<file path="src/design/spr_anim_pkg.sv">
// ----------------------------------------------------------------------------
// spr_anim_pkg
// Types and constants shared by the sprite animation sequencer modules.
// ----------------------------------------------------------------------------
package spr_anim_pkg;

  localparam int DELTA_W    = 10;
  localparam int FPS_W      = 8;
  localparam int TOTAL_W    = 9;
  localparam int COL_W      = 8;
  localparam int SROW_W     = 8;
  localparam int ROW_W      = 10;
  localparam int TPR_W      = 9;
  localparam int PROD_W     = DELTA_W + FPS_W;
  localparam int REM_W      = TPR_W + 1;
  localparam int CFG_ADDR_W = 3;
  localparam int CFG_DATA_W = 9;

  // accumulator units per frame: ms scaled by fps
  localparam int FRAME_PERIOD = 1000;

  // register indexes
  localparam logic [CFG_ADDR_W-1:0] CFG_FPS         = 3'd0;
  localparam logic [CFG_ADDR_W-1:0] CFG_FRAME_TOTAL = 3'd1;
  localparam logic [CFG_ADDR_W-1:0] CFG_LOOP        = 3'd2;
  localparam logic [CFG_ADDR_W-1:0] CFG_START_COL   = 3'd3;
  localparam logic [CFG_ADDR_W-1:0] CFG_START_ROW   = 3'd4;
  localparam logic [CFG_ADDR_W-1:0] CFG_TILES_ROW   = 3'd5;

  // register reset values
  localparam logic [FPS_W-1:0]   RST_FPS         = 8'd12;
  localparam logic [TOTAL_W-1:0] RST_FRAME_TOTAL = 9'd1;
  localparam logic               RST_LOOP        = 1'b1;
  localparam logic [TPR_W-1:0]   RST_TILES_ROW   = 9'd1;

  // request codes
  localparam logic REQ_TICK    = 1'b0;
  localparam logic REQ_RESTART = 1'b1;

  typedef struct packed {
    logic               req_type;
    logic [DELTA_W-1:0] delta_ms;
  } in_t;

  typedef struct packed {
    logic [COL_W-1:0] tile_col;
    logic [ROW_W-1:0] tile_row;
    logic             tile_updated;
    logic             sequence_end;
    logic             playing;
  } out_t;

  typedef struct packed {
    logic load_in;
    logic mul;
    logic acc;
    logic step;
    logic div_step;
    logic div_commit;
    logic out_load;
  } cmd_t;

  typedef struct packed {
    logic need_div;
    logic div_done;
    logic out_busy;
  } stat_t;

endpackage

</file>
<file path="src/design/spr_anim_dp.sv">
// ----------------------------------------------------------------------------
// spr_anim_dp
// Datapath: config registers, frame accumulator, frame counter, restoring
// divider for the column wrap and the output register.
// ----------------------------------------------------------------------------
module spr_anim_dp #(
  parameter int FRAME_BITS = 8,
  parameter int ACC_WIDTH  = 24
) (
  input  logic                                      clk,
  input  logic                                      rst,
  input  logic                                      cfg_we,
  input  logic [spr_anim_pkg::CFG_ADDR_W-1:0]       cfg_addr,
  input  logic [spr_anim_pkg::CFG_DATA_W-1:0]       cfg_wdata,
  input  spr_anim_pkg::in_t                         in_data,
  input  logic                                      out_ready,
  output logic                                      out_valid,
  output spr_anim_pkg::out_t                        out_data,
  input  spr_anim_pkg::cmd_t                        cmd,
  output spr_anim_pkg::stat_t                       stat
);
  import spr_anim_pkg::*;

  localparam int NEXT_W = FRAME_BITS + 1;
  localparam int DIV_W  = ((NEXT_W > COL_W) ? NEXT_W : COL_W) + 1;
  localparam int CNT_W  = $clog2(DIV_W + 1);
  localparam int CMP_W  = (NEXT_W > TOTAL_W) ? NEXT_W : TOTAL_W;
  localparam int RS_W   = (DIV_W > ROW_W) ? DIV_W : ROW_W;

  // config
  logic [FPS_W-1:0]   fps;
  logic [TOTAL_W-1:0] frame_total;
  logic               loop_en;
  logic [COL_W-1:0]   start_col;
  logic [SROW_W-1:0]  start_row;
  logic [TPR_W-1:0]   tiles_row;

  // state
  logic [ACC_WIDTH-1:0]  acc;
  logic [FRAME_BITS-1:0] frame;
  logic                  play;
  logic [COL_W-1:0]      held_col;
  logic [ROW_W-1:0]      held_row;
  logic [CNT_W-1:0]      cnt;

  // working registers
  logic               req_r;
  logic [DELTA_W-1:0] delta_r;
  logic [PROD_W-1:0]  prod;
  logic               upd;
  logic               seq_end;
  logic [REM_W-1:0]   rem;
  logic [DIV_W-1:0]   quo;

  logic [ACC_WIDTH:0]   sum;
  logic [ACC_WIDTH-1:0] sat;
  logic                 adv;
  logic [NEXT_W-1:0]    next;
  logic                 wrap;
  logic [TPR_W-1:0]     per_row;
  logic [REM_W-1:0]     rem_sh;
  logic                 fits;
  logic [REM_W-1:0]     rem_nx;
  logic [RS_W-1:0]      row_sum;

  always_comb begin
    sum     = {1'b0, acc} + (ACC_WIDTH + 1)'(prod);
    sat     = sum[ACC_WIDTH] ? '1 : sum[ACC_WIDTH-1:0];
    adv     = (req_r == REQ_TICK) && play && (acc >= ACC_WIDTH'(FRAME_PERIOD));
    next    = NEXT_W'(frame) + NEXT_W'(1);
    // next at or past min(frame_total, 2^FRAME_BITS)
    wrap    = (CMP_W'(next) >= CMP_W'(frame_total)) || next[FRAME_BITS];
    per_row = (tiles_row == '0) ? TPR_W'(1) : tiles_row;
    rem_sh  = {rem[REM_W-2:0], quo[DIV_W-1]};
    fits    = rem_sh >= REM_W'(per_row);
    rem_nx  = fits ? (rem_sh - REM_W'(per_row)) : rem_sh;
    row_sum = RS_W'(start_row) + RS_W'(quo);
  end

  assign stat.need_div = adv && !wrap;
  assign stat.div_done = (cnt == '0);
  assign stat.out_busy = out_valid && !out_ready;

  always_ff @(posedge clk) begin
    if (rst) begin
      fps         <= RST_FPS;
      frame_total <= RST_FRAME_TOTAL;
      loop_en     <= RST_LOOP;
      start_col   <= '0;
      start_row   <= '0;
      tiles_row   <= RST_TILES_ROW;
      acc         <= '0;
      frame       <= '0;
      play        <= 1'b0;
      held_col    <= '0;
      held_row    <= '0;
      cnt         <= '0;
      out_valid   <= 1'b0;
    end else begin
      if (cfg_we) begin
        unique case (cfg_addr)
          CFG_FPS:         fps         <= cfg_wdata[FPS_W-1:0];
          CFG_FRAME_TOTAL: frame_total <= cfg_wdata[TOTAL_W-1:0];
          CFG_LOOP:        loop_en     <= cfg_wdata[0];
          CFG_START_COL:   start_col   <= cfg_wdata[COL_W-1:0];
          CFG_START_ROW:   start_row   <= cfg_wdata[SROW_W-1:0];
          CFG_TILES_ROW:   tiles_row   <= cfg_wdata[TPR_W-1:0];
          default: ;
        endcase
      end

      if (cmd.acc) begin
        if (req_r == REQ_RESTART) begin
          play     <= 1'b1;
          frame    <= '0;
          acc      <= '0;
          held_col <= start_col;
          held_row <= ROW_W'(start_row);
        end else if (play) begin
          acc <= sat;
        end
      end

      if (cmd.step && adv) begin
        acc <= acc - ACC_WIDTH'(FRAME_PERIOD);
        if (wrap) begin
          if (!loop_en) begin
            play <= 1'b0;
          end
          held_col <= start_col;
          held_row <= ROW_W'(start_row);
          frame    <= '0;
        end else begin
          frame <= next[FRAME_BITS-1:0];
          cnt   <= CNT_W'(DIV_W);
        end
      end

      if (cmd.div_step) begin
        cnt <= cnt - CNT_W'(1);
      end

      if (cmd.div_commit) begin
        held_col <= rem[COL_W-1:0];
        held_row <= row_sum[ROW_W-1:0];
      end

      if (cmd.out_load) begin
        out_valid <= 1'b1;
      end else if (out_ready) begin
        out_valid <= 1'b0;
      end
    end
  end

  always_ff @(posedge clk) begin
    if (cmd.load_in) begin
      req_r   <= in_data.req_type;
      delta_r <= in_data.delta_ms;
    end
    if (cmd.mul) begin
      prod <= PROD_W'(delta_r) * PROD_W'(fps);
    end
    if (cmd.acc) begin
      upd     <= (req_r == REQ_RESTART);
      seq_end <= 1'b0;
    end
    if (cmd.step && adv) begin
      upd     <= 1'b1;
      seq_end <= wrap;
      rem     <= '0;
      quo     <= DIV_W'(start_col) + DIV_W'(next);
    end
    // restoring division, one quotient bit per cycle
    if (cmd.div_step) begin
      rem <= rem_nx;
      quo <= {quo[DIV_W-2:0], fits};
    end
    if (cmd.out_load) begin
      out_data.tile_col     <= held_col;
      out_data.tile_row     <= held_row;
      out_data.tile_updated <= upd;
      out_data.sequence_end <= seq_end;
      out_data.playing      <= play;
    end
  end

endmodule

</file>
<file path="src/design/spr_anim_ctrl.sv">
// ----------------------------------------------------------------------------
// spr_anim_ctrl
// Controller: sequences multiply, accumulate, frame step, column wrap
// division and result hand-off for one item at a time.
// ----------------------------------------------------------------------------
module spr_anim_ctrl (
  input  logic                 clk,
  input  logic                 rst,
  input  logic                 in_valid,
  output logic                 in_ready,
  output spr_anim_pkg::cmd_t   cmd,
  input  spr_anim_pkg::stat_t  stat
);
  import spr_anim_pkg::*;

  typedef enum logic [5:0] {
    S_IDLE = 6'b000001,
    S_MUL  = 6'b000010,
    S_ACC  = 6'b000100,
    S_STEP = 6'b001000,
    S_DIV  = 6'b010000,
    S_FIN  = 6'b100000
  } state_t;

  state_t state;
  state_t state_next;

  always_comb begin
    state_next = state;
    unique case (state)
      S_IDLE:  if (in_valid) state_next = S_MUL;
      S_MUL:   state_next = S_ACC;
      S_ACC:   state_next = S_STEP;
      S_STEP:  state_next = stat.need_div ? S_DIV : S_FIN;
      S_DIV:   if (stat.div_done) state_next = S_FIN;
      S_FIN:   if (!stat.out_busy) state_next = S_IDLE;
      default: state_next = S_IDLE;
    endcase
  end

  always_ff @(posedge clk) begin
    if (rst) begin
      state <= S_IDLE;
    end else begin
      state <= state_next;
    end
  end

  assign in_ready       = (state == S_IDLE);
  assign cmd.load_in    = (state == S_IDLE) && in_valid;
  assign cmd.mul        = (state == S_MUL);
  assign cmd.acc        = (state == S_ACC);
  assign cmd.step       = (state == S_STEP);
  assign cmd.div_step   = (state == S_DIV) && !stat.div_done;
  assign cmd.div_commit = (state == S_DIV) && stat.div_done;
  assign cmd.out_load   = (state == S_FIN) && !stat.out_busy;

endmodule

</file>
<file path="src/design/sprite_animation_sequencer_top.sv">
// ----------------------------------------------------------------------------
// sprite_animation_sequencer_top
// Sprite sheet frame animation sequencer, one result beat per input beat.
// ----------------------------------------------------------------------------
// Input beats carry a request: a time tick with elapsed milliseconds or a
// restart. Each input beat yields exactly one output beat with the current
// tile column/row, an updated flag, a sequence end flag and the play state.
// Config registers are written through cfg_we/cfg_addr/cfg_wdata; the user
// must write them only while the block is idle, which the block itself does
// not enforce; a write takes effect at the next edge.
// The output beat is loaded after the multiply, accumulate and frame step
// states, and also after the column wrap when a tick advances to a frame
// inside the sequence: the wrap over tiles_per_row runs in a restoring
// divider, one quotient bit per cycle. The next input beat can be taken in
// the cycle after the result is loaded; one item is done before the next.
// The result sits in an output register; a stalled receiver holds it and
// the block still takes the next input, but stops before loading the next
// result until the held one is taken.
// Reset: config registers return to their defaults, playback stops and the
// tile returns to column 0, row 0; no output beat is pending.
// ----------------------------------------------------------------------------
module sprite_animation_sequencer_top #(
  parameter int FRAME_BITS = 8,
  parameter int ACC_WIDTH  = 24
) (
  input  logic                                clk,
  input  logic                                rst,
  input  logic                                cfg_we,
  input  logic [spr_anim_pkg::CFG_ADDR_W-1:0] cfg_addr,
  input  logic [spr_anim_pkg::CFG_DATA_W-1:0] cfg_wdata,
  input  logic                                in_valid,
  output logic                                in_ready,
  input  spr_anim_pkg::in_t                   in_data,
  output logic                                out_valid,
  input  logic                                out_ready,
  output spr_anim_pkg::out_t                  out_data
);
  import spr_anim_pkg::*;

  cmd_t  cmd;
  stat_t stat;

  spr_anim_ctrl u_ctrl (
    .clk      (clk),
    .rst      (rst),
    .in_valid (in_valid),
    .in_ready (in_ready),
    .cmd      (cmd),
    .stat     (stat)
  );

  spr_anim_dp #(
    .FRAME_BITS (FRAME_BITS),
    .ACC_WIDTH  (ACC_WIDTH)
  ) u_dp (
    .clk       (clk),
    .rst       (rst),
    .cfg_we    (cfg_we),
    .cfg_addr  (cfg_addr),
    .cfg_wdata (cfg_wdata),
    .in_data   (in_data),
    .out_ready (out_ready),
    .out_valid (out_valid),
    .out_data  (out_data),
    .cmd       (cmd),
    .stat      (stat)
  );

endmodule

</file>
<file path="config.mk">
export PLATFORM = sky130hd
export DESIGN_NAME = sprite_animation_sequencer_top
export DESIGN_NICKNAME = d
export VERILOG_FILES = /design/src/design/spr_anim_pkg.sv /design/src/design/spr_anim_dp.sv /design/src/design/spr_anim_ctrl.sv /design/src/design/sprite_animation_sequencer_top.sv
export SDC_FILE = /design/constraint.sdc
export NUM_CORES = 1
export LEC_CHECK = 0
export BUFFER_PORTS_ARGS = -buffer_cell sky130_fd_sc_hd__buf_2
export CAP_MARGIN = 20
export CORE_MARGIN = 5
export CORE_UTILIZATION = 58
export CTS_CLUSTER_DIAMETER = 30
export DETAILED_ROUTE_END_ITERATION = 10
export GPL_ROUTABILITY_DRIVEN = 0
export PLACE_DENSITY = 0.76
export SLEW_MARGIN = 20
export SYNTH_ARGS = -nofsm -noshare
export SYNTH_HDL_FRONTEND = slang
export SYNTH_SLANG_ARGS = --single-unit
</file>
<file path="constraint.sdc">
create_clock -name clk -period 10.2 [get_ports clk]
set_clock_uncertainty 0.15 [all_clocks]
set_input_delay 0 -clock clk [delete_from_list [all_inputs] [get_ports clk]]
set_output_delay 0 -clock clk [all_outputs]
set_load 0.01 [all_outputs]
</file>
==> impl_table.tex, run 1 <==
\begin{tabular}{lr}
\hline
Metric & Value \\
\hline
\multicolumn{2}{l}{\textbf{CTS}} \\
\quad Buffer count from post-CTS setup fixing & 0 \\
\quad Clock tree sinks & $\sim$180 \\
\quad Clock latency on the worst-skew pair & 430 ps \\
\quad CTS tree & done \\
\quad Maximum root-to-sink buffer count & 2 \\
\quad Clock slew at the register clock pins of the worst setup and hold paths & 70 ps \\
\quad H-tree levels & 4 \\
\quad Total clock buffers created by CTS & 17 \\
\quad Post-cts gate resize count & 0 \\
\quad Cell chosen for the clock root & clkbuf\_16 \\
\multicolumn{2}{l}{\textbf{Route}} \\
\quad Post-route DRC violation count & 0 \\
\quad Detailed Route WL & $\sim$27000 um \\
\quad Vias after detailed routing & 9542 \\
\quad Per-cell via count in the routed design & 5.67 \\
\quad Initial drt markers & roughly 660 \\
\quad Antenna violation net count after detailed routing & 0 \\
\quad DR WL/cell & $\sim$16 um \\
\quad Length of the first detailed-routing pass in iterations & 5 \\
\multicolumn{2}{l}{\textbf{GRT}} \\
\quad Layer with the highest usage after global routing & met2 \\
\quad Wire length of the first global-routing pass & between 40000 and 50000 um \\
\quad Fraction of met2 tracks used by global routing & 0.362 \\
\quad M1 GR Usage & 0.320 \\
\quad Largest net degree at the start of global routing & 80 \\
\quad Fraction of met3 tracks used by global routing & 0.0439 \\
\quad Vias in the first global route & roughly 9300 \\
\quad Initial antenna violation count & 1 \\
\quad Total track usage & 0.226 \\
\quad Total gr overflow & 0 \\
\multicolumn{2}{l}{\textbf{Power}} \\
\quad Leakage power figure & 5.49 nW \\
\quad Clock network fraction of design power & 0.378 \\
\quad Worst-case vdd ir drop & roughly 0.00012 V \\
\quad Internal portion of total power & roughly 1.2 mW \\
\quad Switching power total & 0.499 mW \\
\quad Comb pwr share & 0.175 \\
\quad Switching part of the total & 0.287 \\
\quad Areal power density over the cells & approximately 130 nW/um\^{}2 \\
\quad Register share of total power & 0.448 \\
\multicolumn{2}{l}{\textbf{Synthesis}} \\
\quad Largest cells by area after synthesis & dfxtp\_1, edfxtp\_1, ha\_1, fa\_1, nand2\_1 \\
\quad Most used DFF post-synth & dfxtp\_1 \\
\quad Post-Syn Area per Cell & $\sim$9.0 um\^{}2 \\
\quad EDFF count, synth & 70 \\
\quad Count of distinct cell types in the synthesized netlist & between 70 and 80 \\
\quad Post-Syn Area & about 12000 um\^{}2 \\
\quad Leading area contributor after synthesis & dfxtp\_1 \\
\quad Register bit total from synthesis & $\sim$180 \\
\quad Gate count of the mapped netlist & between 1000 and 1500 \\
\quad Synth warnings & 0 \\
\quad Sequential fraction of the synthesis area & 0.349 \\
\quad Leading cell types by count after synthesis & nand2\_1, nor2\_1, inv\_1 \\
\quad Syn nets & between 1500 and 2000 \\
\quad Share of flip-flops with an asynchronous set or reset & 0 \\
\quad Dominant cell by count in the synthesized netlist & nand2\_1 \\
\quad Proportion of netlist area held by the largest area contributor & 0.175 \\
\multicolumn{2}{l}{\textbf{Worst setup path}} \\
\quad Crit path DAT & roughly 5000 ps \\
\quad Required time worst endpoint & 10230 ps \\
\quad Worst R2R Path Depth & 16 \\
\quad Endpoint of the worst-slack reg-to-reg timing path & u\_dp.prod[17]\$\_DFFE\_PP\_ \\
\quad Path type of the worst setup path & reg -> reg \\
\quad Category of the worst setup path capture point & flop \\
\quad Reg-to-reg setup timing slack & around 5300 ps \\
\quad Crit path max fanout & 8 \\
\quad Worst R2R Start & u\_dp.delta\_r[3]\$\_DFFE\_PP\_ \\
\quad Worst Setup Start Kind & flop \\
\multicolumn{2}{l}{\textbf{Status}} \\
\quad Status & complete, no violations \\
\multicolumn{2}{l}{\textbf{Timing}} \\
\quad RSZ-0062 raised after global routing & no \\
\quad Number of failing setup endpoints in the final timing report & 0 \\
\quad Max-slew violations & 0 \\
\quad Headroom to the max-slew limit & 0.291 \\
\quad Number of hold violations in the final report & 0 \\
\quad Transition time of the tightest slew-check pin & $\sim$1100 ps \\
\quad WHS & about 120 ps \\
\quad Share of the clock period used by the worst path & 0.485 \\
\quad Highest achievable clock rate & roughly 200 MHz \\
\quad Final period demand of the worst path & between 4000 and 5000 ps \\
\quad Setup\_tns & 0 ps \\
\multicolumn{2}{l}{\textbf{Layout}} \\
\quad Net count reported at finish & between 1500 and 2000 \\
\quad Share of post-route cells with drive strength above 1 & 0.0857 \\
\quad Antenna diode count & 0 \\
\quad Signed area change from the synthesized netlist to the final layout & 10.8\% \\
\quad Layout filler cell count & $\sim$1700 \\
\multicolumn{2}{l}{\textbf{Die}} \\
\quad Floorplan die height & 154 um \\
\quad Floorplan Core Area & slightly above 20000 um\^{}2 \\
\quad Number of I/O pins & 51 \\
\quad X dimension of the die & around 150 um \\
\quad Total die area & roughly 24000 um\^{}2 \\
\quad Initial cell density of the core & 0.594 \\
\quad Cell row count & 52 \\
\multicolumn{2}{l}{\textbf{Worst hold path}} \\
\quad End of the worst hold path & u\_dp.delta\_r[2]\$\_DFFE\_PP\_ \\
\quad HP Start & in\_data[2] \\
\quad Worst Hold Path Cells & 2 \\
\quad Path type of the worst min-delay path & in -> reg \\
\multicolumn{2}{l}{\textbf{Placement}} \\
\quad Estimated wirelength of the detail-placed design & 19800 um \\
\quad Buffers on Ports & 50 \\
\multicolumn{2}{l}{\textbf{Run}} \\
\quad Count of max-cap constraint violations & 0 \\
\hline
\end{tabular}
-- sequential cells by signal, summed over array words and instances, names as in the netlist --
signal and count:
u_dp.upd 1, u_dp.seq_end 1, u_dp.quo 10, u_dp.tiles_row 9
u_dp.rem 9, u_ctrl.state 6, u_dp.cnt 4, u_dp.frame_total 9
u_dp.held_row 10, u_dp.start_row 8, u_dp.held_col 8, u_dp.prod 18
u_dp.frame 8, u_dp.delta_r 10, u_dp.out_valid 1, u_dp.fps 8
u_dp.out_data 21, u_dp.start_col 8, u_dp.play 1, u_dp.req_r 1
u_dp.loop_en 1, u_dp.acc 24
-- worst max-delay path by stage --
stage                                    to                      start  slack (ps)
floorplan           u_dp.prod[17]$_DFFE_PP_   u_dp.fps[7]$_SDFFE_PP0P_        5630
global placement    u_dp.prod[17]$_DFFE_PP_  u_dp.delta_r[3]$_DFFE_PP_        5400
detailed placement  u_dp.prod[17]$_DFFE_PP_  u_dp.delta_r[3]$_DFFE_PP_        5270
CTS                 u_dp.prod[17]$_DFFE_PP_  u_dp.delta_r[1]$_DFFE_PP_        5270
global route        u_dp.prod[17]$_DFFE_PP_  u_dp.delta_r[3]$_DFFE_PP_        4950
finish              u_dp.prod[17]$_DFFE_PP_  u_dp.delta_r[3]$_DFFE_PP_        5260
-- metrics by stage --
step           utilization  cell area (um^2)  setup WS, ps  instances  power (mW)
2_1_floorplan            -             12100          5630       1343        1.02
3_3_place_gp         0.614             12500          5400       1619        1.08
3_5_place_dp         0.614             12500          5270       1619        1.09
4_1_cts              0.658             13400          5270       1682        1.75
5_1_grt              0.658             13400          4950       1682        1.83
6_report             0.658             13400          5260       1682        1.74
-- logic make-up after synthesis --
kind of cell,count (synthesis),synth area share
xor+xnor,55,0.0398
mux,24,0.0200
flops,176,0.349
compound gates,282,0.151
buf+inv,162,0.0540
simple gates,498,0.203
fa+ha+maj,146,0.183
-- critical path, stage by stage (launching register included) --
cell      delay (ps)
edfxtp_1         490
and2_1           230
fa_1             530
inv_1             50
fa_1             490
inv_1             60
fa_1             530
inv_1             50
fa_1             520
inv_1             40
ha_1             320
a21boi_0         430
o211ai_1         200
a31oi_1          240
a21o_1           160
a21oi_1           70
xnor2_1          120
-- layer usage --
metal  up-vias  wire [um]  part of all wire
li1       4755          -                 -
met1      4501      12600              0.47
met2       254      12100              0.45
met3        30       1660             0.062
met4         2        307             0.012
met5         -         13           0.00049
-- power groups by stage --
stage	clock network [mW]	registers, mW	logic (mW)
after floorplan	0	0.785	0.237
after CTS	0.664	0.779	0.307
final	0.657	0.779	0.304
after detailed placement	0	0.795	0.296
after global placement	0	0.793	0.286
after global routing	0.697	0.782	0.352
-- timing repair --
| action | CTS | global route |
|---|---|---|
| hold buffers | 31 | 0 |
| hold endpoints to repair | 78 | 0 |
| endpoints found under the setup margin | 0 | 0 |
-- cells in the final DEF (no fill, tap or decap), types with 36 or more instances in the layout --
cell type	count
o21ai_0	63
nand2_1	143
ha_1	94
inv_1	114
buf_2	49
dfxtp_1	106
and2_1	76
fa_1	52
a21oi_1	100
edfxtp_1	70
xnor2_1	36
nor2_1	132
-- final cells by class --
cell class | count | area [um^2] | area share
clock inverter | 15 | 166 | 0.0124
inverter | 114 | 428 | 0.0319
tap | 270 | 338 | 0.0252
multi-input combinational | 1005 | 7230 | 0.539
sequential | 176 | 4220 | 0.315
clock buffer | 17 | 425 | 0.0317
timing repair buffer | 85 | 593 | 0.0442
(Power assumes the default switching activity.)
==> run 2: changes to the inputs <==
==> constraint.sdc (replaced) <==
create_clock -name clk -period 4.8 [get_ports clk]
set_clock_uncertainty 0.15 [all_clocks]
set_input_delay 0 -clock clk [delete_from_list [all_inputs] [get_ports clk]]
set_output_delay 0 -clock clk [all_outputs]
set_load 0.01 [all_outputs]
==> impl_table.tex, run 2 (synthesis gave the netlist of run 1 again) <==
\begin{tabular}{lr}
\hline
Metric & Value \\
\hline
\multicolumn{2}{l}{\textbf{Route}} \\
\quad Per-cell via count in the routed design & 5.78 (was 5.67) \\
\quad Post-route DRC violation count & 0 (unchanged) \\
\quad Vias after detailed routing & 9831 (was 9542) \\
\quad Detailed Route WL & 27900 um (was 26700 um) \\
\quad Initial drt markers & 707 (was 661) \\
\quad Antenna violation net count after detailed routing & 0 (unchanged) \\
\quad DR WL/cell & 16.4 um (was 15.9 um) \\
\quad Length of the first detailed-routing pass in iterations & 5 (unchanged) \\
\multicolumn{2}{l}{\textbf{Worst setup path}} \\
\quad Worst Setup Start Kind & flop (unchanged) \\
\quad Endpoint of the worst-slack reg-to-reg timing path & u\_dp.prod[16]\$\_DFFE\_PP\_ (was u\_dp.prod[17]\$\_DFFE\_PP\_) \\
\quad Critical Path Sink & u\_dp.prod[16]\$\_DFFE\_PP\_ (was u\_dp.prod[17]\$\_DFFE\_PP\_) \\
\quad Crit path DAT & 4700 ps (was 4970 ps) \\
\quad Worst R2R Path Depth & 15 (was 16) \\
\quad Required time worst endpoint & 4830 ps (was 10230 ps) \\
\quad Crit path max fanout & 8 (unchanged) \\
\quad Path type of the worst setup path & reg -> reg (unchanged) \\
\quad Worst R2R Start & u\_dp.delta\_r[5]\$\_DFFE\_PP\_ (was u\_dp.delta\_r[3]\$\_DFFE\_PP\_) \\
\quad Category of the worst setup path capture point & flop (unchanged) \\
\quad Launch point of the critical path & u\_dp.delta\_r[5]\$\_DFFE\_PP\_ (was u\_dp.delta\_r[3]\$\_DFFE\_PP\_) \\
\quad Reg-to-reg setup timing slack & 140 ps (was 5260 ps) \\
\multicolumn{2}{l}{\textbf{Power}} \\
\quad Areal power density over the cells & 280 nW/um\^{}2 (was 130 nW/um\^{}2) \\
\quad Worst-case vdd ir drop & 0.000278 V (was 0.000120 V) \\
\quad Leakage power figure & 5.61 nW (was 5.49 nW) \\
\multicolumn{2}{l}{\textbf{Die}} \\
\quad Number of I/O pins & 51 (unchanged) \\
\quad Floorplan Core Area & 20400 um\^{}2 (unchanged) \\
\quad Floorplan die height & 154 um (unchanged) \\
\quad Cell row count & 52 (unchanged) \\
\quad Initial cell density of the core & 0.594 (unchanged) \\
\quad X dimension of the die & 154 um (unchanged) \\
\quad Total die area & 23800 um\^{}2 (unchanged) \\
\multicolumn{2}{l}{\textbf{Placement}} \\
\quad Buffers on Ports & 50 (unchanged) \\
\quad Estimated wirelength of the detail-placed design & 20100 um (was 19800 um) \\
\quad Dpl cells & 1625 (was 1619) \\
\multicolumn{2}{l}{\textbf{CTS}} \\
\quad Cell chosen for the clock root & clkbuf\_16 (unchanged) \\
\quad CTS tree & done (unchanged) \\
\quad Clock latency on the worst-skew pair & 440 ps (was 430 ps) \\
\quad Maximum root-to-sink buffer count & 2 (unchanged) \\
\quad H-tree levels & 4 (unchanged) \\
\quad Clock tree sinks & 176 (unchanged) \\
\quad Clock slew at the register clock pins of the worst setup and hold paths & 70 ps (about the same) \\
\quad Total clock buffers created by CTS & 17 (unchanged) \\
\multicolumn{2}{l}{\textbf{Timing}} \\
\quad Transition time of the tightest slew-check pin & 987 ps (was 1060 ps) \\
\quad Number of hold violations in the final report & 0 (unchanged) \\
\quad Number of failing setup endpoints in the final timing report & 0 (unchanged) \\
\quad Share of the clock period used by the worst path & 0.972 (was 0.485) \\
\quad Max-slew violations & 0 (unchanged) \\
\quad Highest achievable clock rate & 214 MHz (was 202 MHz) \\
\quad Headroom to the max-slew limit & 0.339 (was 0.291) \\
\quad Setup\_tns & 0 ps (unchanged) \\
\quad RSZ-0062 raised after global routing & yes (was no) \\
\quad Final period demand of the worst path & 4660 ps (was 4940 ps) \\
\quad WHS & 120 ps (was 125 ps) \\
\multicolumn{2}{l}{\textbf{Layout}} \\
\quad Share of post-route cells with drive strength above 1 & 0.116 (was 0.0857) \\
\quad Signed area change from the synthesized netlist to the final layout & 13.1\% (was 10.8\%) \\
\quad Register ranked first by flip-flop count & u\_dp.acc (unchanged) \\
\quad Net count reported at finish & 1593 (was 1573) \\
\quad Flip-flop count of the largest register, all copies and words added & 24 (unchanged) \\
\quad Non-filler instance count after layout & 1702 (was 1682) \\
\quad Most common library cell in the layout ignoring fill and taps & nand2\_1 (unchanged) \\
\quad Most used cells in the layout excluding fill and tap cells & nand2\_1, nor2\_1, inv\_1, dfxtp\_1, a21oi\_1 (unchanged) \\
\quad Antenna diode count & 0 (unchanged) \\
\quad Fin util & 0.672 (was 0.658) \\
\quad Largest registers in the final layout & u\_dp.acc x24, u\_dp.out\_data x21, u\_dp.prod x18 (unchanged) \\
\multicolumn{2}{l}{\textbf{GRT}} \\
\quad Total track usage & 0.235 (was 0.226) \\
\quad Total gr overflow & 0 (unchanged) \\
\quad Wire length of the first global-routing pass & 46200 um (was 44800 um) \\
\quad Largest net degree at the start of global routing & 69 (was 80) \\
\quad Initial antenna violation count & 0 (was 1) \\
\quad Vias in the first global route & 9398 (was 9269) \\
\multicolumn{2}{l}{\textbf{Worst hold path}} \\
\quad Path type of the worst min-delay path & in -> reg (unchanged) \\
\multicolumn{2}{l}{\textbf{Status}} \\
\quad Status & complete, no violations (unchanged) \\
\multicolumn{2}{l}{\textbf{Run}} \\
\quad Count of max-cap constraint violations & 0 (unchanged) \\
\hline
\end{tabular}
run 2: changes by cell type in the layout (fill, tap and decap cells not counted), sizes merged:
| cell | previous run | this run |
|---|---|---|
| dlygate4sd3 | 31 | 32 |
| clkinv | 6 | 3 |
| buf | 54 | 73 |
| clkinvlp | 0 | 1 |
| inv | 122 | 124 |
run 2: where the power goes:
| part | total [mW] | internal, mW | switching [mW] | leakage, nW |
|---|---|---|---|---|
| sequential | 1.65 | 1.61 | 0.0397 | 1.46 |
| clock | 1.43 | 0.754 | 0.675 | 0.297 |
| combinational | 0.742 | 0.338 | 0.404 | 3.86 |
run 2: area by class of cell:
class | instances | area (um^2)
multi-input combinational | 1005 | 7320
fill | 1591 | 6690
sequential | 176 | 4230
timing repair buffer | 105 | 746
inverter | 114 | 428
clock buffer | 17 | 425
tap | 270 | 338
clock inverter | 15 | 183
run 2: stage by stage:
stage          power, mW  cell area (um^2)  worst slack, ps
6_report            3.82             13700              137
5_1_grt             4.01             13700            -75.5
2_1_floorplan       2.17             12100              235
3_5_place_dp        2.33             12500            -6.30
3_3_place_gp        2.30             12500             79.8
4_1_cts             3.76             13500            0.978
run 2: layer usage:
metal	GRT usage	routed length, um
met5	0	0
met4	0.0563	372
met3	0.0394	1570
met2	0.377	13000
met1	0.334	12900
run 2: how the worst min path moves through the flow:
stage	startpoint	to	slack, ps	cells after the start
2_1_floorplan	in_data[0]	u_dp.delta_r[0]$_DFFE_PP_	-50	0
3_3_place_gp	in_data[5]	u_dp.delta_r[5]$_DFFE_PP_	30	1
3_5_place_dp	in_data[0]	u_dp.delta_r[0]$_DFFE_PP_	30	1
4_1_cts	in_data[4]	u_dp.delta_r[4]$_DFFE_PP_	110	2
5_1_grt	in_data[2]	u_dp.delta_r[2]$_DFFE_PP_	110	2
6_report	in_data[2]	u_dp.delta_r[2]$_DFFE_PP_	120	2
run 2: repair_timing:
action                                  in CTS  in global routing
endpoints found under the setup margin       1                  3
gates resized for setup                      0                 32
pin swaps                                    0                 14
hold endpoints to repair                    75                  0
hold buffers                                32                  0
setup buffers                                1                 12
run 2: critical path: stages, from the launching register on:
cell	delay, ps
edfxtp_1	510
and2_4	220
fa_1	520
fa_1	440
fa_1	550
inv_1	60
fa_1	530
inv_1	60
ha_4	250
and2_1	170
a31o_2	230
a31oi_2	160
a21oi_1	110
a21o_1	180
a21oi_1	180
xnor2_1	80
==> run 3: changes to the inputs <==
--- a/config.mk
+++ b/config.mk
@@ -5,6 +5,7 @@
 export SDC_FILE = /design/constraint.sdc
 export NUM_CORES = 1
 export LEC_CHECK = 0
+export ABC_AREA = 1
 export BUFFER_PORTS_ARGS = -buffer_cell sky130_fd_sc_hd__buf_2
 export CAP_MARGIN = 20
 export CORE_MARGIN = 5
==> impl_table.tex, run 3 <==
\begin{tabular}{lr}
\hline
Metric & Value \\
\hline
\multicolumn{2}{l}{\textbf{GRT}} \\
\quad Total track usage & 0.243 (was 0.235) \\
\quad Largest net degree at the start of global routing & 82 (was 69) \\
\quad Wire length of the first global-routing pass & 49400 um (was 46200 um) \\
\quad Total gr overflow & 0 (unchanged) \\
\quad Initial antenna violation count & 0 (unchanged) \\
\quad Vias in the first global route & 10492 (was 9398) \\
\multicolumn{2}{l}{\textbf{Route}} \\
\quad DR WL/cell & 14.3 um (was 16.4 um) \\
\quad Vias after detailed routing & 11124 (was 9831) \\
\quad Antenna violation net count after detailed routing & 0 (unchanged) \\
\quad Post-route DRC violation count & 0 (unchanged) \\
\quad Initial drt markers & 1021 (was 707) \\
\quad Per-cell via count in the routed design & 5.40 (was 5.78) \\
\quad Length of the first detailed-routing pass in iterations & 5 (unchanged) \\
\quad Detailed Route WL & 29500 um (was 27900 um) \\
\multicolumn{2}{l}{\textbf{Layout}} \\
\quad Largest registers in the final layout & u\_dp.acc x24, u\_dp.out\_data x21, u\_dp.prod x18 (unchanged) \\
\quad Reg area & 4230 um\^{}2 (about the same) \\
\quad Multi-input combinational cell area & 7150 um\^{}2 (was 7320 um\^{}2) \\
\quad Design area & 14100 um\^{}2 (was 13700 um\^{}2) \\
\quad Antenna diode count & 0 (unchanged) \\
\quad Layout filler cell count & 1875 (was 1591) \\
\quad Non-filler instance count after layout & 2060 (was 1702) \\
\quad Most common library cell in the layout ignoring fill and taps & nand2\_1 (unchanged) \\
\quad Most used cells in the layout excluding fill and tap cells & nand2\_1, inv\_1, a21oi\_1, nor2\_1, o21ai\_0 (was nand2\_1, nor2\_1, inv\_1, dfxtp\_1, a21oi\_1) \\
\quad Signed area change from the synthesized netlist to the final layout & 10.5\% (was 13.1\%) \\
\quad Register ranked first by flip-flop count & u\_dp.acc (unchanged) \\
\quad Net count reported at finish & 1941 (was 1593) \\
\quad Share of post-route cells with drive strength above 1 & 0.0742 (was 0.116) \\
\quad Flip-flop count of the largest register, all copies and words added & 24 (unchanged) \\
\multicolumn{2}{l}{\textbf{Synthesis}} \\
\quad Largest cells by area after synthesis & dfxtp\_1, edfxtp\_1, nand2\_1, ha\_1, inv\_1 (was dfxtp\_1, edfxtp\_1, ha\_1, fa\_1, nand2\_1) \\
\quad Dominant cell by count in the synthesized netlist & nand2\_1 (unchanged) \\
\quad Post-Syn Area & 12800 um\^{}2 (was 12100 um\^{}2) \\
\quad Count of distinct cell types in the synthesized netlist & 50 (was 75) \\
\quad EDFF count, synth & 70 (unchanged) \\
\quad Leading cell types by count after synthesis & nand2\_1, inv\_1, a21oi\_1 (was nand2\_1, nor2\_1, inv\_1) \\
\quad Most used DFF post-synth & dfxtp\_1 (unchanged) \\
\quad Share of flip-flops with an asynchronous set or reset & 0 (unchanged) \\
\quad Syn nets & 1885 (was 1517) \\
\quad Post-Syn Area per Cell & 7.48 um\^{}2 (was 9.01 um\^{}2) \\
\quad Sequential fraction of the synthesis area & 0.330 (was 0.349) \\
\quad Synth warnings & 0 (unchanged) \\
\quad Gate count of the mapped netlist & 1711 (was 1343) \\
\quad Register bit total from synthesis & 176 (unchanged) \\
\quad Leading area contributor after synthesis & dfxtp\_1 (unchanged) \\
\quad Proportion of netlist area held by the largest area contributor & 0.166 (was 0.175) \\
\multicolumn{2}{l}{\textbf{Worst setup path}} \\
\quad WP buf/inv & 4 (was 2) \\
\quad Launch point of the critical path & u\_dp.delta\_r[1]\$\_DFFE\_PP\_ (was u\_dp.delta\_r[5]\$\_DFFE\_PP\_) \\
\quad Cells traversed along the worst timing path & nand2\_1 -> inv\_1 -> fa\_1 -> fa\_1 -> fa\_1 -> inv\_1 -> fa\_1 -> inv\_1 -> ha\_1 -> a21o\_1 -> inv\_1 -> o21ai\_0 -> a21oi\_1 -> nand2\_1 -> nand4\_1 -> nand3\_1 -> xor2\_1 (was and2\_4 -> fa\_1 -> fa\_1 -> fa\_1 -> inv\_1 -> fa\_1 -> inv\_1 -> ha\_4 -> and2\_1 -> a31o\_2 -> a31oi\_2 -> a21oi\_1 -> a21o\_1 -> a21oi\_1 -> xnor2\_1) \\
\quad Path type of the worst setup path & reg -> reg (unchanged) \\
\quad Crit path max fanout & 8 (unchanged) \\
\quad Crit path DAT & 4640 ps (was 4700 ps) \\
\quad Category of the worst setup path capture point & flop (unchanged) \\
\quad Worst R2R Start & u\_dp.delta\_r[1]\$\_DFFE\_PP\_ (was u\_dp.delta\_r[5]\$\_DFFE\_PP\_) \\
\quad Required time worst endpoint & 4840 ps (was 4830 ps) \\
\quad Family with the most delay on the worst path & adder cells (unchanged) \\
\quad Slowest stage cell, crit path & fa\_1 (unchanged) \\
\quad Worst Setup Start Kind & flop (unchanged) \\
\quad CP max stage delay & 540 ps (was 550 ps) \\
\multicolumn{2}{l}{\textbf{Timing}} \\
\quad WHS & 47.6 ps (was 120 ps) \\
\quad Number of hold violations in the final report & 0 (unchanged) \\
\quad Number of failing setup endpoints in the final timing report & 0 (unchanged) \\
\quad Post-layout worst setup margin & 197 ps (was 137 ps) \\
\quad Setup\_tns & 0 ps (unchanged) \\
\quad Transition time of the tightest slew-check pin & 831 ps (was 987 ps) \\
\quad Share of the clock period used by the worst path & 0.959 (was 0.972) \\
\quad Headroom to the max-slew limit & 0.445 (was 0.339) \\
\quad Final period demand of the worst path & 4600 ps (was 4660 ps) \\
\quad Max-slew violations & 0 (unchanged) \\
\quad Highest achievable clock rate & 217 MHz (was 214 MHz) \\
\multicolumn{2}{l}{\textbf{Die}} \\
\quad Cell row count & 54 (was 52) \\
\quad Initial cell density of the core & 0.588 (was 0.594) \\
\quad Floorplan die height & 159 um (was 154 um) \\
\quad Total die area & 25100 um\^{}2 (was 23800 um\^{}2) \\
\quad Number of I/O pins & 51 (unchanged) \\
\quad Floorplan Core Area & 21800 um\^{}2 (was 20400 um\^{}2) \\
\quad X dimension of the die & 159 um (was 154 um) \\
\multicolumn{2}{l}{\textbf{Power}} \\
\quad Leakage power figure & 7.11 nW (was 5.61 nW) \\
\quad Areal power density over the cells & 371 nW/um\^{}2 (was 280 nW/um\^{}2) \\
\quad Worst-case vdd ir drop & 0.000253 V (was 0.000278 V) \\
\multicolumn{2}{l}{\textbf{CTS}} \\
\quad Clock tree sinks & 176 (unchanged) \\
\quad CTS tree & done (unchanged) \\
\quad Total clock buffers created by CTS & 17 (unchanged) \\
\quad H-tree levels & 4 (unchanged) \\
\quad Clock slew at the register clock pins of the worst setup and hold paths & 80 ps (was 70 ps) \\
\quad Maximum root-to-sink buffer count & 2 (unchanged) \\
\quad Clock latency on the worst-skew pair & 450 ps (was 440 ps) \\
\quad Cell chosen for the clock root & clkbuf\_16 (unchanged) \\
\multicolumn{2}{l}{\textbf{Placement}} \\
\quad Placement Setup Slack & 192 ps (was -6.30 ps) \\
\quad Dpl cells & 1992 (was 1625) \\
\quad Estimated wirelength of the detail-placed design & 22400 um (was 20100 um) \\
\quad Buffers on Ports & 50 (unchanged) \\
\quad Area post-placement & 13200 um\^{}2 (was 12500 um\^{}2) \\
\multicolumn{2}{l}{\textbf{Status}} \\
\quad Status & complete, no violations (unchanged) \\
\multicolumn{2}{l}{\textbf{Run}} \\
\quad Count of max-cap constraint violations & 0 (unchanged) \\
\multicolumn{2}{l}{\textbf{Worst hold path}} \\
\quad Path type of the worst min-delay path & in -> reg (unchanged) \\
\quad HP Start & cfg\_we (was in\_data[2]) \\
\hline
\end{tabular}
==> run 3: cell count changes after synthesis, sizes merged, moves of 19 or more <==
| cell | delta |
|---|---|
| a21oi | +46 |
| and2 | -76 |
| buf | +20 |
| inv | +200 |
| mux2i | -23 |
| nand2 | +219 |
| nand2b | -20 |
| nand3 | +84 |
| nand4 | +19 |
| o21ai | +54 |
| xnor2 | -19 |
==> run 3: final cells by class <==
type	instances	share of cell area
clock buffer	19	0.0313
timing repair buffer	91	0.0453
multi-input combinational	1166	0.506
clock inverter	13	0.00965
tap	280	0.0248
sequential	176	0.299
inverter	315	0.0837
==> run 3: kinds of logic (layout without fill, tap and decap cells) <==
logic type,after synthesis,after routing,synth area share
AND/OR/NAND/NOR,672,672,0.227
buffers and inverters,369,438,0.112
AO/OA/AOI/OAI,294,294,0.121
flip-flops,176,176,0.330
adder cells (fa/ha/maj),146,146,0.173
XOR/XNOR,54,54,0.0370
==> run 3: metal layers <==
| layer | wire length [um] | GRT usage | vias to the layer above |
|---|---|---|---|
| li1 | - | - | 5596 |
| met1 | 13800 | 0.350 | 5109 |
| met2 | 13400 | 0.386 | 386 |
| met3 | 1920 | 0.0334 | 33 |
| met4 | 402 | 0.0662 | 0 |
| met5 | 0 | 0 | - |
==> run 3: power breakdown <==
part | leakage (nW) | switching (mW) | internal (mW) | total [mW]
clock | 0.285 | 0.662 | 0.708 | 1.37
sequential | 1.49 | 0.115 | 1.76 | 1.87
combinational | 5.34 | 1.22 | 0.775 | 1.99
total | 7.11 | 2.00 | 3.24 | 5.24
==> run 3: through the flow <==
stage / util / power [mW]
after floorplan: - / 3.43
after global placement: 0.606 / 3.79
after detailed placement: 0.606 / 3.85
after CTS: 0.648 / 5.24
after global routing: 0.650 / 5.64
final: 0.650 / 5.24
==> run 3: path summary, 6_finish.rpt <==
| path | to | slack [ps] | cells past startpoint |
|---|---|---|---|
| setup / recovery | u_dp.prod[17]$_DFFE_PP_ | 200 | 17 |
| hold / removal | u_dp.fps[2]$_SDFFE_PP1P_ | 50 | 7 |
| setup reg to reg | u_dp.prod[17]$_DFFE_PP_ | 200 | 17 |
| hold reg to reg | u_dp.out_data[10]$_DFFE_PP_ | 270 | 0 |
==> run 3: worst reg2reg max path, stage by stage (launching register included) <==
cell and delay (ps):
edfxtp_1 500, nand2_1 110, inv_1 60, fa_1 500, fa_1 530, fa_1 540
inv_1 50, fa_1 540, inv_1 50, ha_1 360, a21o_1 190, inv_1 60
o21ai_0 100, a21oi_1 160, nand2_1 120, nand4_1 100, nand3_1 90, xor2_1 150
==> run 3: timing repair <==
item                       4_1_cts  5_1_grt
hold buffers                    33        0
setup endpoints to repair        0        4
gates resized for setup          0        5
setup buffers                    0        3
hold endpoints to repair        78        0
